[src/rtl/core/cbsp_pkg.sv]
`default_nettype none

package cbsp_pkg;

    localparam int SUBHEADER_BYTES   = 20;
    localparam int MAX_ENCODE_LENGTH = 512;

    localparam int DATA_W   = 8;
    localparam int SIZE_W   = 24;
    localparam int ENC_W    = 10;
    localparam int BLOCK_W  = 16;
    localparam int CODE_W   = 4;
    localparam int WIDTH_W  = 5;
    localparam int SKIP_W   = 11;
    localparam int OFFS_W   = SIZE_W + 1;
    localparam int CFG_IDX_W = 1;

    localparam int NUM_CODES = 11;
    localparam int MAX_WIDTH = 16;

    localparam logic [CODE_W-1:0]  BAD_CODE  = 4'd15;
    localparam logic [BLOCK_W-1:0] BLOCK_MAX = {BLOCK_W{1'b1}};

    // configuration register indexes
    localparam logic [CFG_IDX_W-1:0] CFG_ORIGINAL_SIZE = 1'd0;
    localparam logic [CFG_IDX_W-1:0] CFG_ENCODE_LENGTH = 1'd1;

    localparam logic [SIZE_W-1:0] ORIG_SIZE_RESET   = '0;
    localparam logic [ENC_W-1:0]  ENCODE_LEN_RESET  = 10'd256;

    typedef enum logic [1:0] {
        ST_RUNNING    = 2'd0,
        ST_COVERED    = 2'd1,
        ST_BAD_HEADER = 2'd2,
        ST_TOTAL      = 2'd3
    } t_status;

    typedef struct packed {
        logic                 is_header;
        logic [BLOCK_W-1:0]   block_index;
        logic                 done_res;
        t_status              status;
        logic [SIZE_W-1:0]    compressed_length;
    } t_result;

    // half the token byte count for each block code
    function automatic logic [2:0] half_tokens(input logic [CODE_W-1:0] code);
        logic [2:0] k;
        unique case (code)
            4'd0:    k = 3'd0;
            4'd1:    k = 3'd1;
            4'd2:    k = 3'd1;
            4'd3:    k = 3'd2;
            4'd4:    k = 3'd3;
            4'd5:    k = 3'd4;
            4'd6:    k = 3'd3;
            4'd7:    k = 3'd3;
            4'd8:    k = 3'd4;
            4'd9:    k = 3'd4;
            4'd10:   k = 3'd4;
            default: k = 3'd0;
        endcase
        return k;
    endfunction

endpackage

`default_nettype wire

[src/rtl/core/compressed_block_stream_parser.sv]
// channel  | handshake                     | payload
// ---------+-------------------------------+------------------------------------------
// input    | i_valid / o_stall             | i_data_byte
// result   | o_valid / i_stall             | o_is_header, o_block_index, o_done_res,
//          |                               | o_status, o_compressed_length
// config   | i_cfg_valid / o_cfg_ready     | i_cfg_index, i_cfg_data
//
// one byte per cycle while o_stall is low; the parse state updates in the cycle a byte is
// taken and the result is registered in the output register, or in the skid entry while the result side stalls
// the longest path is the block-count times encode-length multiply and compare
// a two-entry output buffer takes one more byte while the result side stalls, then raises o_stall
// reset is synchronous active low and returns the parse state, config and valid flags to defaults
`default_nettype none

module compressed_block_stream_parser (
    input  wire logic                            i_clk,
    input  wire logic                            i_rst_n,
    input  wire logic                            i_valid,
    output logic                                 o_stall,
    input  wire logic [cbsp_pkg::DATA_W-1:0]     i_data_byte,
    output logic                                 o_valid,
    input  wire logic                            i_stall,
    output logic                                 o_is_header,
    output logic [cbsp_pkg::BLOCK_W-1:0]         o_block_index,
    output logic                                 o_done_res,
    output logic [1:0]                           o_status,
    output logic [cbsp_pkg::SIZE_W-1:0]          o_compressed_length,
    input  wire logic                            i_cfg_valid,
    output logic                                 o_cfg_ready,
    input  wire logic [cbsp_pkg::CFG_IDX_W-1:0]  i_cfg_index,
    input  wire logic [cbsp_pkg::SIZE_W-1:0]     i_cfg_data
);
    import cbsp_pkg::*;

    typedef enum logic [1:0] {
        PH_CODE  = 2'd0,
        PH_WIDTH = 2'd1,
        PH_SKIP  = 2'd2
    } t_phase;

    localparam int PROD_W = BLOCK_W + ENC_W;
    localparam int MULW_W = WIDTH_W + ENC_W;
    localparam int SUM_W  = OFFS_W + 1;

    localparam logic [SIZE_W-1:0] SUB_BYTES = SIZE_W'(SUBHEADER_BYTES);
    localparam logic [ENC_W:0]    MAX_ENC   = (ENC_W + 1)'(MAX_ENCODE_LENGTH);

    // config
    logic [SIZE_W-1:0]  r_orig_size;
    logic [ENC_W-1:0]   r_enc_len;

    // parse state
    t_phase              r_phase,        n_phase;
    logic [CODE_W-1:0]   r_held_code,    n_held_code;
    logic [SKIP_W-1:0]   r_skip_left,    n_skip_left;
    logic [BLOCK_W-1:0]  r_blocks,       n_blocks;
    logic [SIZE_W-1:0]   r_bytes_seen,   n_bytes_seen;
    logic [OFFS_W-1:0]   r_block_end,    n_block_end;
    logic                r_stopped,      n_stopped;
    t_status             r_final_status, n_final_status;

    // output buffer
    logic     r_out_valid;
    logic     r_skid_valid;
    t_result  r_out;
    t_result  r_skid;
    t_result  n_result;

    logic               in_acc;
    logic               out_take;
    logic               cfg_acc;
    logic [ENC_W-1:0]   eff_len;
    logic [SIZE_W-1:0]  byte_total;
    logic [PROD_W-1:0]  done_samples;
    logic               covered;
    logic [2:0]         tok_half;
    logic [ENC_W-1:0]   packed_cnt;
    logic [MULW_W-1:0]  packed_bits;
    logic [MULW_W-1:0]  packed_bytes;
    logic [SKIP_W-1:0]  cnt_raw;
    logic [SKIP_W-1:0]  cnt_even;
    logic               hdr;
    logic [OFFS_W-1:0]  len_src;
    logic [SUM_W-1:0]   len_sum;

    assign o_cfg_ready = 1'b1;
    assign cfg_acc     = i_cfg_valid && o_cfg_ready;
    assign o_stall     = r_skid_valid;
    assign in_acc      = i_valid && !r_skid_valid;
    assign out_take    = r_out_valid && !i_stall;

    assign eff_len    = ({1'b0, r_enc_len} > MAX_ENC) ? MAX_ENC[ENC_W-1:0] : r_enc_len;
    assign byte_total = (r_orig_size > SUB_BYTES) ? (r_orig_size - SUB_BYTES) : '0;

    // coverage test at a block start
    assign done_samples = PROD_W'(r_blocks - BLOCK_W'(1)) * PROD_W'(eff_len);
    assign covered      = (r_blocks != '0)
                       && (done_samples >= PROD_W'(r_orig_size >> 1));

    // block body length from code and bit width
    assign tok_half     = half_tokens(r_held_code);
    assign packed_cnt   = (eff_len > ENC_W'(tok_half)) ? (eff_len - ENC_W'(tok_half)) : '0;
    assign packed_bits  = MULW_W'(i_data_byte[WIDTH_W-1:0]) * MULW_W'(packed_cnt);
    assign packed_bytes = (packed_bits + MULW_W'(7)) >> 3;
    assign cnt_raw      = SKIP_W'({tok_half, 1'b0}) + SKIP_W'(packed_bytes);
    assign cnt_even     = cnt_raw + SKIP_W'(cnt_raw[0]);

    always_comb begin
        n_phase        = r_phase;
        n_held_code    = r_held_code;
        n_skip_left    = r_skip_left;
        n_blocks       = r_blocks;
        n_bytes_seen   = r_bytes_seen;
        n_block_end    = r_block_end;
        n_stopped      = r_stopped;
        n_final_status = r_final_status;
        hdr            = 1'b0;

        if (!r_stopped) begin
            if (r_bytes_seen >= byte_total) begin
                n_stopped      = 1'b1;
                n_final_status = ST_TOTAL;
            end else begin
                n_bytes_seen = r_bytes_seen + SIZE_W'(1);
                unique case (r_phase)
                    PH_CODE: begin
                        if (covered) begin
                            n_stopped      = 1'b1;
                            n_final_status = ST_COVERED;
                        end else begin
                            n_held_code = (i_data_byte >= DATA_W'(NUM_CODES))
                                        ? BAD_CODE : i_data_byte[CODE_W-1:0];
                            n_phase     = PH_WIDTH;
                            hdr         = 1'b1;
                        end
                    end
                    PH_WIDTH: begin
                        hdr = 1'b1;
                        if (r_held_code >= CODE_W'(NUM_CODES)
                                || i_data_byte > DATA_W'(MAX_WIDTH)) begin
                            n_stopped      = 1'b1;
                            n_final_status = ST_BAD_HEADER;
                        end else begin
                            n_block_end = r_block_end + OFFS_W'(cnt_even) + OFFS_W'(2);
                            if (r_blocks != BLOCK_MAX) begin
                                n_blocks = r_blocks + BLOCK_W'(1);
                            end
                            n_skip_left = cnt_even;
                            n_phase     = (cnt_even != '0) ? PH_SKIP : PH_CODE;
                        end
                    end
                    PH_SKIP: begin
                        if (r_skip_left != '0) begin
                            n_skip_left = r_skip_left - SKIP_W'(1);
                        end
                        if (n_skip_left == '0) begin
                            n_phase = PH_CODE;
                        end
                    end
                    default: begin
                        n_phase = PH_CODE;
                    end
                endcase
                if (!n_stopped && n_bytes_seen >= byte_total) begin
                    n_stopped      = 1'b1;
                    n_final_status = ST_TOTAL;
                end
            end
        end
    end

    // length reported: whole blocks once coverage stops, bytes received otherwise
    // a coverage stop never moves the block end, so the register value serves
    assign len_src = (n_stopped && n_final_status == ST_COVERED)
                   ? r_block_end : OFFS_W'(n_bytes_seen);
    assign len_sum = SUM_W'(len_src) + SUM_W'(SUBHEADER_BYTES);

    always_comb begin
        n_result.is_header         = hdr;
        n_result.block_index       = n_blocks;
        n_result.done_res          = n_stopped;
        n_result.status            = n_stopped ? n_final_status : ST_RUNNING;
        n_result.compressed_length = (len_sum > SUM_W'(r_orig_size))
                                   ? r_orig_size : len_sum[SIZE_W-1:0];
    end

    always_ff @(posedge i_clk) begin
        if (!i_rst_n) begin
            r_orig_size    <= ORIG_SIZE_RESET;
            r_enc_len      <= ENCODE_LEN_RESET;
            r_phase        <= PH_CODE;
            r_held_code    <= '0;
            r_skip_left    <= '0;
            r_blocks       <= '0;
            r_bytes_seen   <= '0;
            r_block_end    <= '0;
            r_stopped      <= 1'b0;
            r_final_status <= ST_RUNNING;
        end else begin
            if (cfg_acc) begin
                unique case (i_cfg_index)
                    CFG_ORIGINAL_SIZE: r_orig_size <= i_cfg_data;
                    CFG_ENCODE_LENGTH: r_enc_len   <= i_cfg_data[ENC_W-1:0];
                    default: ;
                endcase
            end
            if (in_acc) begin
                r_phase        <= n_phase;
                r_held_code    <= n_held_code;
                r_skip_left    <= n_skip_left;
                r_blocks       <= n_blocks;
                r_bytes_seen   <= n_bytes_seen;
                r_block_end    <= n_block_end;
                r_stopped      <= n_stopped;
                r_final_status <= n_final_status;
            end
        end
    end

    // output register plus skid entry
    always_ff @(posedge i_clk) begin
        if (!i_rst_n) begin
            r_out_valid  <= 1'b0;
            r_skid_valid <= 1'b0;
        end else if (!r_out_valid || out_take) begin
            if (r_skid_valid) begin
                r_out_valid  <= 1'b1;
                r_skid_valid <= 1'b0;
            end else begin
                r_out_valid <= in_acc;
            end
        end else if (in_acc) begin
            r_skid_valid <= 1'b1;
        end
    end

    always_ff @(posedge i_clk) begin
        if (!r_out_valid || out_take) begin
            r_out <= r_skid_valid ? r_skid : n_result;
        end else if (in_acc) begin
            r_skid <= n_result;
        end
    end

    assign o_valid             = r_out_valid;
    assign o_is_header         = r_out.is_header;
    assign o_block_index       = r_out.block_index;
    assign o_done_res          = r_out.done_res;
    assign o_status            = r_out.status;
    assign o_compressed_length = r_out.compressed_length;

    a_skid_needs_out: assert property (@(posedge i_clk) disable iff (!i_rst_n)
        r_skid_valid |-> r_out_valid)
        else $error("skid entry held while output register empty");

    a_stop_sticky: assert property (@(posedge i_clk) disable iff (!i_rst_n)
        r_stopped |=> r_stopped)
        else $error("parser left the stopped state");

    a_stop_has_reason: assert property (@(posedge i_clk) disable iff (!i_rst_n)
        r_stopped |-> (r_final_status != ST_RUNNING))
        else $error("stopped without a status");

    a_skip_nonzero: assert property (@(posedge i_clk) disable iff (!i_rst_n)
        (r_phase == PH_SKIP) |-> (r_skip_left != '0))
        else $error("body skip phase with nothing left to skip");

    a_done_matches_status: assert property (@(posedge i_clk) disable iff (!i_rst_n)
        r_out_valid |-> (o_done_res == (o_status != ST_RUNNING)))
        else $error("done flag and status disagree");

endmodule

`default_nettype wire
[config.mk]
export PLATFORM = sky130hd
export DESIGN_NAME = compressed_block_stream_parser
export DESIGN_NICKNAME = d
export VERILOG_FILES = /design/src/rtl/core/cbsp_pkg.sv /design/src/rtl/core/compressed_block_stream_parser.sv
export SDC_FILE = /design/constraint.sdc
export NUM_CORES = 1
export LEC_CHECK = 0
export ABC_AREA = 1
export BUFFER_PORTS_ARGS = -buffer_cell sky130_fd_sc_hd__buf_4
export CORE_MARGIN = 2
export CORE_UTILIZATION = 30
export DETAILED_ROUTE_END_ITERATION = 10
export SKIP_LAST_GASP = 1
export SYNTH_ARGS = -nofsm -noshare
export SYNTH_HDL_FRONTEND = slang
export SYNTH_SLANG_ARGS = --single-unit
[constraint.sdc]
create_clock -name i_clk -period 12.53 [get_ports i_clk]
set_clock_uncertainty 0.15 [all_clocks]
set_input_delay 1.253 -clock i_clk [delete_from_list [all_inputs] [get_ports i_clk]]
set_output_delay 1.253 -clock i_clk [all_outputs]
set_load 0.02 [all_outputs]
Yosys cells after proc, flatten, opt, wreduce, memory -nomap -nowiden
Memory sizes are Yosys's and may differ from the RTL's. A register that Yosys moved wholly into a read port is not among the register bits.
Cells that the tools add are included.
Widths: inputs -> output; s select.
{"block": "totals", "reg_bits": 209, "romBits": 48, "out_inout_bits": 47, "wordCells": 133, "mem_count": 1}
{"block": "op_classes", "add_sub_neg": 12, "n_mul": 2, "order_cmp": 10, "n_eq_ne": 7, "mux": 47, "bitwise_logic": 7, "n_reduce_logical": 25}
{"name": "(no name shown)", "words": 16, "width": 3, "read_ports": 1, "rd_clocked_by_memory_dff": 1, "write_ports": 0, "line": "cbsp_pkg.sv:49", "source": "unique case (code)"}
{"op": "$mux 24", "n": 4}
{"op": "$mux 16", "n": 5}
{"op": "$mux 11", "n": 5}
{"op": "$ge 24x24->1", "n": 2}
{"op": "$mux 44", "n": 1}
{"op": "$add 25x5->26 const B", "n": 1}
{"op": "$ge 26x23->1", "n": 1}
{"op": "$gt 26x24->1", "n": 1}
{"op": "$mul 17x11->26", "n": 1}
{"op": "$add 25x11->25", "n": 1}
{"op": "$add 25x2->25 const B", "n": 1}
{"op": "$mux 25", "n": 1}
{"op": "$add 24x1->24 const B", "n": 1}
{"op": "$gt 24x5->1 const B", "n": 1}
{"op": "$sub 24x5->24 const B", "n": 1}
{"op": "$pmux 11 s2", "n": 1}
{"op": "$reduce_bool 11->1", "n": 2}
{"op": "$mux 10", "n": 2}
{"op": "$mux 2", "n": 10}
{"op": "$sub 16x1->17 const B", "n": 1}
{"op": "$add 16x1->16 const B", "n": 1}
{"op": "$ne 16x16->1 const B", "n": 1}
{"op": "$reduce_bool 16->1", "n": 1}
{"op": "$reduce_and 5->1", "n": 3}
{"op": "29 further kinds", "n": 61}

Logic depth before layout (Yosys ltp)
Gate-level depths: netlist of the first run.
{"block": "logic_depth", "depth_word": 21, "mapped_depth": 78}

Least setup slack after synthesis of the first run
Ideal clock, no wire load.
{"block": "synth_path", "kind": "register to register", "start": "register r_blocks[0]", "end": "register r_skid[10] in the netlist's numbering, data pin", "arrival_ps": 10222, "required_ps": 12125, "path_slack_ps": 1903, "path_stages_with_launch": 71, "path_cell_list": "dfxtp_1 > clkbuf_1 > clkinv_1 > nand3_1 > nor3_1 > nand3_1 > nor3_1 > nand3_1 > xor2_1 > nor2_1 > fa_1 > inv_1 > fa_1 > inv_1 > fa_1 > fa_1 > inv_1 > fa_1 > [... 35 more ...] > nand2_1 > inv_1 > nand3_1 > nand2_1 > inv_1 > ha_1 > nand2_1 > nor2_1 > a211oi_1 > a21oi_1 > nor2_1 > nor2_1 > o21bai_1 > a21oi_1 > inv_1 > clkbuf_1 > nand4_1 > and2_1"}
{"item": "from (decl)", "line": "compressed_block_stream_parser.sv:56", "source": "logic [BLOCK_W-1:0] r_blocks, n_blocks;"}
{"item": "from (signal assigned)", "line": "compressed_block_stream_parser.sv:211", "source": "r_blocks <= n_blocks;"}
{"item": "to (signal assigned)", "line": "compressed_block_stream_parser.sv:241", "source": "r_skid <= n_result;"}
{"item": "to (decl)", "line": "compressed_block_stream_parser.sv:66", "source": "t_result r_skid;"}

==> results of run 1 <==
==> per-layer routing <==
metal  wire [um]  up-vias  GRT usage [%]
li1            -    10200              -
met1       32500     9770           25.4
met2       29800      677           27.4
met3        5510       83           2.91
met4        1500        0           3.87
met5           0        -              0
==> how the worst min path moves through the flow <==
stage,to,slack (ps),start,depth (start not counted)
3_3_place_gp,r_skip_left[10],300,r_skip_left[10],2
4_1_cts,r_skip_left[10],320,r_skip_left[10],2
3_5_place_dp,r_skip_left[10],310,r_skip_left[10],2
6_report,r_skip_left[10],310,r_skip_left[10],2
5_1_grt,r_skip_left[10],330,r_skip_left[10],2
2_1_floorplan,r_skip_left[10],300,r_skip_left[10],2
==> critical path: cells and delay by family, from the launching register on <==
| kind | cells | cell delay, ps |
|---|---|---|
| DFF | 1 | 380 |
| and+or+nand+nor | 34 | 4030 |
| xor gates and xnor gates | 2 | 540 |
| adders and majority gates | 9 | 3460 |
| buffers and inverters | 11 | 1290 |
| AOI/OAI and AO/OA | 9 | 1500 |
==> state kept, by name (all words and copies together), names as in the netlist, 10 cells and up <==
name / flops
r_skid: 44
r_bytes_seen: 24
r_blocks: 16
r_block_end: 24
o_block_index: 16
o_compressed_length: 24
r_orig_size: 24
r_enc_len: 10
r_skip_left: 11
==> through the flow <==
stage               util, %  setup TNS (ps)  instance area, um2  cells  hold slack (ps)
floorplan                 -               0               23000   3156              295
global placement       32.7               0               24900   4230              305
detailed placement     32.7               0               24900   4230              305
CTS                    33.9               0               25800   4281              315
global route           34.1            -142               25900   4286              330
finish                 34.1               0               25900   4286              315
==> area by class of cell <==
type	instances	share of cell area (%)
Clock buffer	31	2.79
Clock inverter	20	0.759
Inverter	587	8.51
Multi-Input combinational cell	2279	59.5
Sequential cell	211	19.7
Tap cell	1030	4.98
Timing Repair Buffer	127	3.73
Timing Repair inverter	1	0.0193
==> layout by cell type (no fill, tap or decap), types with 28 or more instances in the layout <==
cell type    n
nand2_1    632
inv_1      562
nor2_1     355
ha_1       217
a21oi_1    204
fa_1       174
nand3_1    170
o21ai_0    133
buf_4      126
dfxtp_1    122
edfxtp_1    88
xor2_1      75
nand4_1     55
nor3_1      45
clkbuf_16   28
==> what timing repair did <==
action | in CTS | in global routing
hold buffers | 0 | 0
gates resized for setup | 0 | 14
setup endpoints to repair | 0 | 48
buffers inserted | 0 | 3
==> cell families after synthesis <==
| logic type | Yosys count | share of synthesized area [%] |
|---|---|---|
| simple gates | 1358 | 25.4 |
| buf+inv | 667 | 11.2 |
| compound gates | 428 | 10.4 |
| fa+ha+maj | 391 | 27.0 |
| flops | 211 | 22.2 |
| xor+xnor | 100 | 3.81 |
| other cells | 1 | 0.0163 |
==> flow_summary.toml, run 1 <==
[floorplanning]
placementRows = 101
core_mm2 = 0.0759
die_h_um = 281
die_w_um = 281
ios = 85
die_area_mm2 = 0.0788
start_util_pct = 30.3

[job]
maxCapViolCount = 0

[final_layout]
drive_above_1_share_pct = 7.62
syn2layout_area_growth_pct = 12.7
multi_input_area_mm2 = 0.0154
ff_latch_area_mm2 = 0.00511
fin_nets = 3664
diodes = 0
fillers = 8105

[min_path]
hold_path_class = "flop to flop"

[place]
gp_congestion = 0.932
preCtsSetupSlack_ps = 446
dp_hpwl_mm = 55.7
port_buffers = 83

[synth]
ys.flop_type = "dfxtp_1"
synthTopCellsByCount = "nand2_1, inv_1, nor2_1"
synth_edf_count = 88
ys_top_cells_by_area = "fa_1, ha_1, edfxtp_1, dfxtp_1, nand2_1"
synth_most_common_cell = "nand2_1"
synth_area_leader_cell = "fa_1"
netlist.area_leader.share_pct = 15.2
mappedNetlistArea_mm2 = 0.0230
synth_async_sr_flop_share_pct = 0
yosysSeqAreaShare_pct = 22.2
ys_ff_latch = 211
syn_nets = 3585
netlist-cell-type-count = 54
syn-mean-instance-area_um2 = 7.28
syn-instance-count = 3156
yosysWarnings = 0

[setup_path]
path_common_cell = "nand2_1"
setup.worst_path.start = "r_blocks[2]"
required_ps = 12680
r2r_slack_ps = 940
r2r-start = "r_blocks[2]"
cpPeakStageDelay_ps = 560
crit_path_start_kind = "flop"
worstSetupPathType = "flop to flop"
crit_arrival_ps = 11740
crit_path_end_kind = "flop"
crit_end = "r_skid[8]"
r2r-end = "r_skid[8]"
crit_slowest_cell = "fa_1"
crit_fanout = 22
reg2reg_depth = 65

[timing]
slew_headroom_pct = 36.8
setup_viol = 0
setup_ws_ps = 937
max_freq_ghz = 0.0863
hold_viol = 0
min_period_over_period_pct = 92.5
finalCriticalPeriod_ps = 11590
timing.final.max_slew_violations = 0
worst_pin_slew_ps = 948

[clocking]
cts_root_buf = "clkbuf_16"
cts.path.max_buffers = 3
cts_tree = "built"
htreeDepth = 1
worst_skew_pair.late_latency_ps = 590
clkTransAtPathRegs_ps = 60
cts.sinks = 211
cts_buffers = 28

[route]
routed_wl_mm = 69.3
drc_errors = 0
drtAntennaViolNets = 0
route.vias.total = 20800
vias_per_cell = 4.85
routedWlPerCell_um = 16.2
drtIter0Drc = 1838
firstDrtPassIters = 6

[run_status]
status = "complete, no violations"

[global_route]
grt_overflow_total = 0
grt_first_pass_wirelength_mm = 110
grt_max_degree = 63
track_usage_pct = 17.6
grt_pass1_vias = 20000
antenna_found_initial = 0
Power of run 1 is not shown: default switching activity piles up to over one toggle a cycle in this logic, so the estimate is an artifact.
==> inputs of run 2 (changes only) <==
Settings changed: CORE_ASPECT_RATIO set to 0.5.
==> run 2 against run 1 <==
Compared with the run above: utilization is 0.084 points higher; wire length is 1.3% higher; final cell count is 0.37% lower; cell area is 0.33% lower; worst setup slack worse by 36 ps; clock-buffer cell count is 2 lower; critical path type unchanged.
==> flow_summary.toml, run 2 (synthesized netlist as in run 1, its figures left out) <==
[route]
firstDrtPassIters = 6
routedWlPerCell_um = 16.4
drtAntennaViolNets = 0
drc_errors = 0
route.vias.total = 20900
routed_wl_mm = 70.2
drtIter0Drc = 1763
vias_per_cell = 4.89

[timing]
setup_viol = 0
max_freq_ghz = 0.0860
finalCriticalPeriod_ps = 11630
min_period_over_period_pct = 92.8
fin_hold_ws_ps = 326
slew_headroom_pct = 41.0
timing.final.max_slew_violations = 0
worst_pin_slew_ps = 880
hold_viol = 0
finalSetupTns_ps = 0

[clocking]
cts.sinks = 211
cts_root_buf = "clkbuf_16"
htreeDepth = 1
clkTransAtPathRegs_ps = 60
cts.path.max_buffers = 3
cts_buffers = 25
worst_skew_pair.late_latency_ps = 540
cts_tree = "built"

[min_path]
hold_depth = 2
min_from = "r_skip_left[10]"
hold_path_class = "flop to flop"
hold_end = "r_skip_left[10]"

[global_route]
track_usage_pct = 17.5
grt_first_pass_wirelength_mm = 110
grt_max_degree = 63
grt_pass1_vias = 20100
grt_overflow_total = 0
antenna_found_initial = 0

[setup_path]
crit_path_end_kind = "flop"
cpPeakStageDelay_ps = 550
path_buf_inv = 14
path_common_cell = "nand2_1"
r2r-start = "r_blocks[0]"
crit_arrival_ps = 11770
r2r_slack_ps = 900
crit_slowest_cell = "fa_1"
crit_path_start_kind = "flop"
required_ps = 12670
reg2reg_depth = 65
cpLargestDelayFamily = "simple AND/OR/NAND/NOR gates"
crit_fanout = 34
r2r-end = "r_skid[2]"
worstSetupPathType = "flop to flop"

[final_layout]
diodes = 0
largest_reg_flops = 44
top_register = "r_skid"
drive_above_1_share_pct = 7.45
final_common_cell = "nand2_1"
fin_nets = 3659
mostFrequentLayoutCells = "nand2_1, inv_1, nor2_1, ha_1, a21oi_1"
syn2layout_area_growth_pct = 12.3

[floorplanning]
core_mm2 = 0.0755
die_area_mm2 = 0.0790
placementRows = 71
ios = 85
start_util_pct = 30.4
die_w_um = 395
die_h_um = 200

[job]
maxCapViolCount = 0

[run_status]
status = "complete, no violations"

[place]
gp_congestion = 0.928
dp_hpwl_mm = 56.3
port_buffers = 83
[run 2: final cells by class]
type | instances | area (um2)
repair inverters | 1 | 5.00
inverters | 587 | 2210
clock inverters | 16 | 189
flip-flops and latches | 211 | 5100
fillers | 8083 | 49700
clock buffers | 29 | 641
repair buffers | 125 | 950
well taps | 1022 | 1280
multi-input cells | 2279 | 15400
[run 2: through the flow]
| step | instances | util [%] | cell area (um2) | worst slack, ps |
|---|---|---|---|---|
| 2_1_floorplan | 3156 | - | 23000 | 1900 |
| 3_3_place_gp | 4216 | 32.8 | 24800 | 423 |
| 3_5_place_dp | 4216 | 32.8 | 24800 | 347 |
| 4_1_cts | 4261 | 33.9 | 25600 | 295 |
| 5_1_grt | 4270 | 34.2 | 25800 | -143 |
| 6_report | 4270 | 34.2 | 25800 | 901 |
[run 2: routing by layer]
layer	routed length, um	vias to the layer above	GRT usage (%)	share of wire, %
met2	32400	573	29.9	46
met3	3600	97	1.67	5.1
met5	0	-	0	0
met4	1470	0	4.00	2.1
met1	32700	10000	23.9	47
li1	-	10200	-	-
[run 2: timing repair]
item | in CTS | in global routing
hold endpoints to repair | 0 | 0
hold buffers | 0 | 0
setup endpoints to repair | 0 | 48
buffers inserted | 0 | 7
resized for setup | 0 | 22
[run 2: worst register-to-register path: cells and delay by family (launching register included)]
kind | cells | cell delay [ps]
xor gates and xnor gates | 3 | 590
buffers and inverters | 14 | 1600
DFF | 1 | 330
AOI/OAI and AO/OA | 9 | 1390
and+or+nand+nor | 31 | 3800
adders and majority gates | 8 | 3510
[run 2: how the worst max path moves through the flow]
stage                start  slack [ps]                     end  cells after the start
2_1_floorplan  r_blocks[0]        1900              r_skid[10]                     70
3_3_place_gp   r_blocks[0]         420               r_skid[2]                     63
3_5_place_dp   r_blocks[0]         350               r_skid[2]                     62
4_1_cts        r_blocks[0]         300               r_skid[2]                     62
5_1_grt        r_blocks[0]        -140  o_compressed_length[1]                     69
6_report       r_blocks[0]         900               r_skid[2]                     65
Power of run 2 is left out for the same reason.
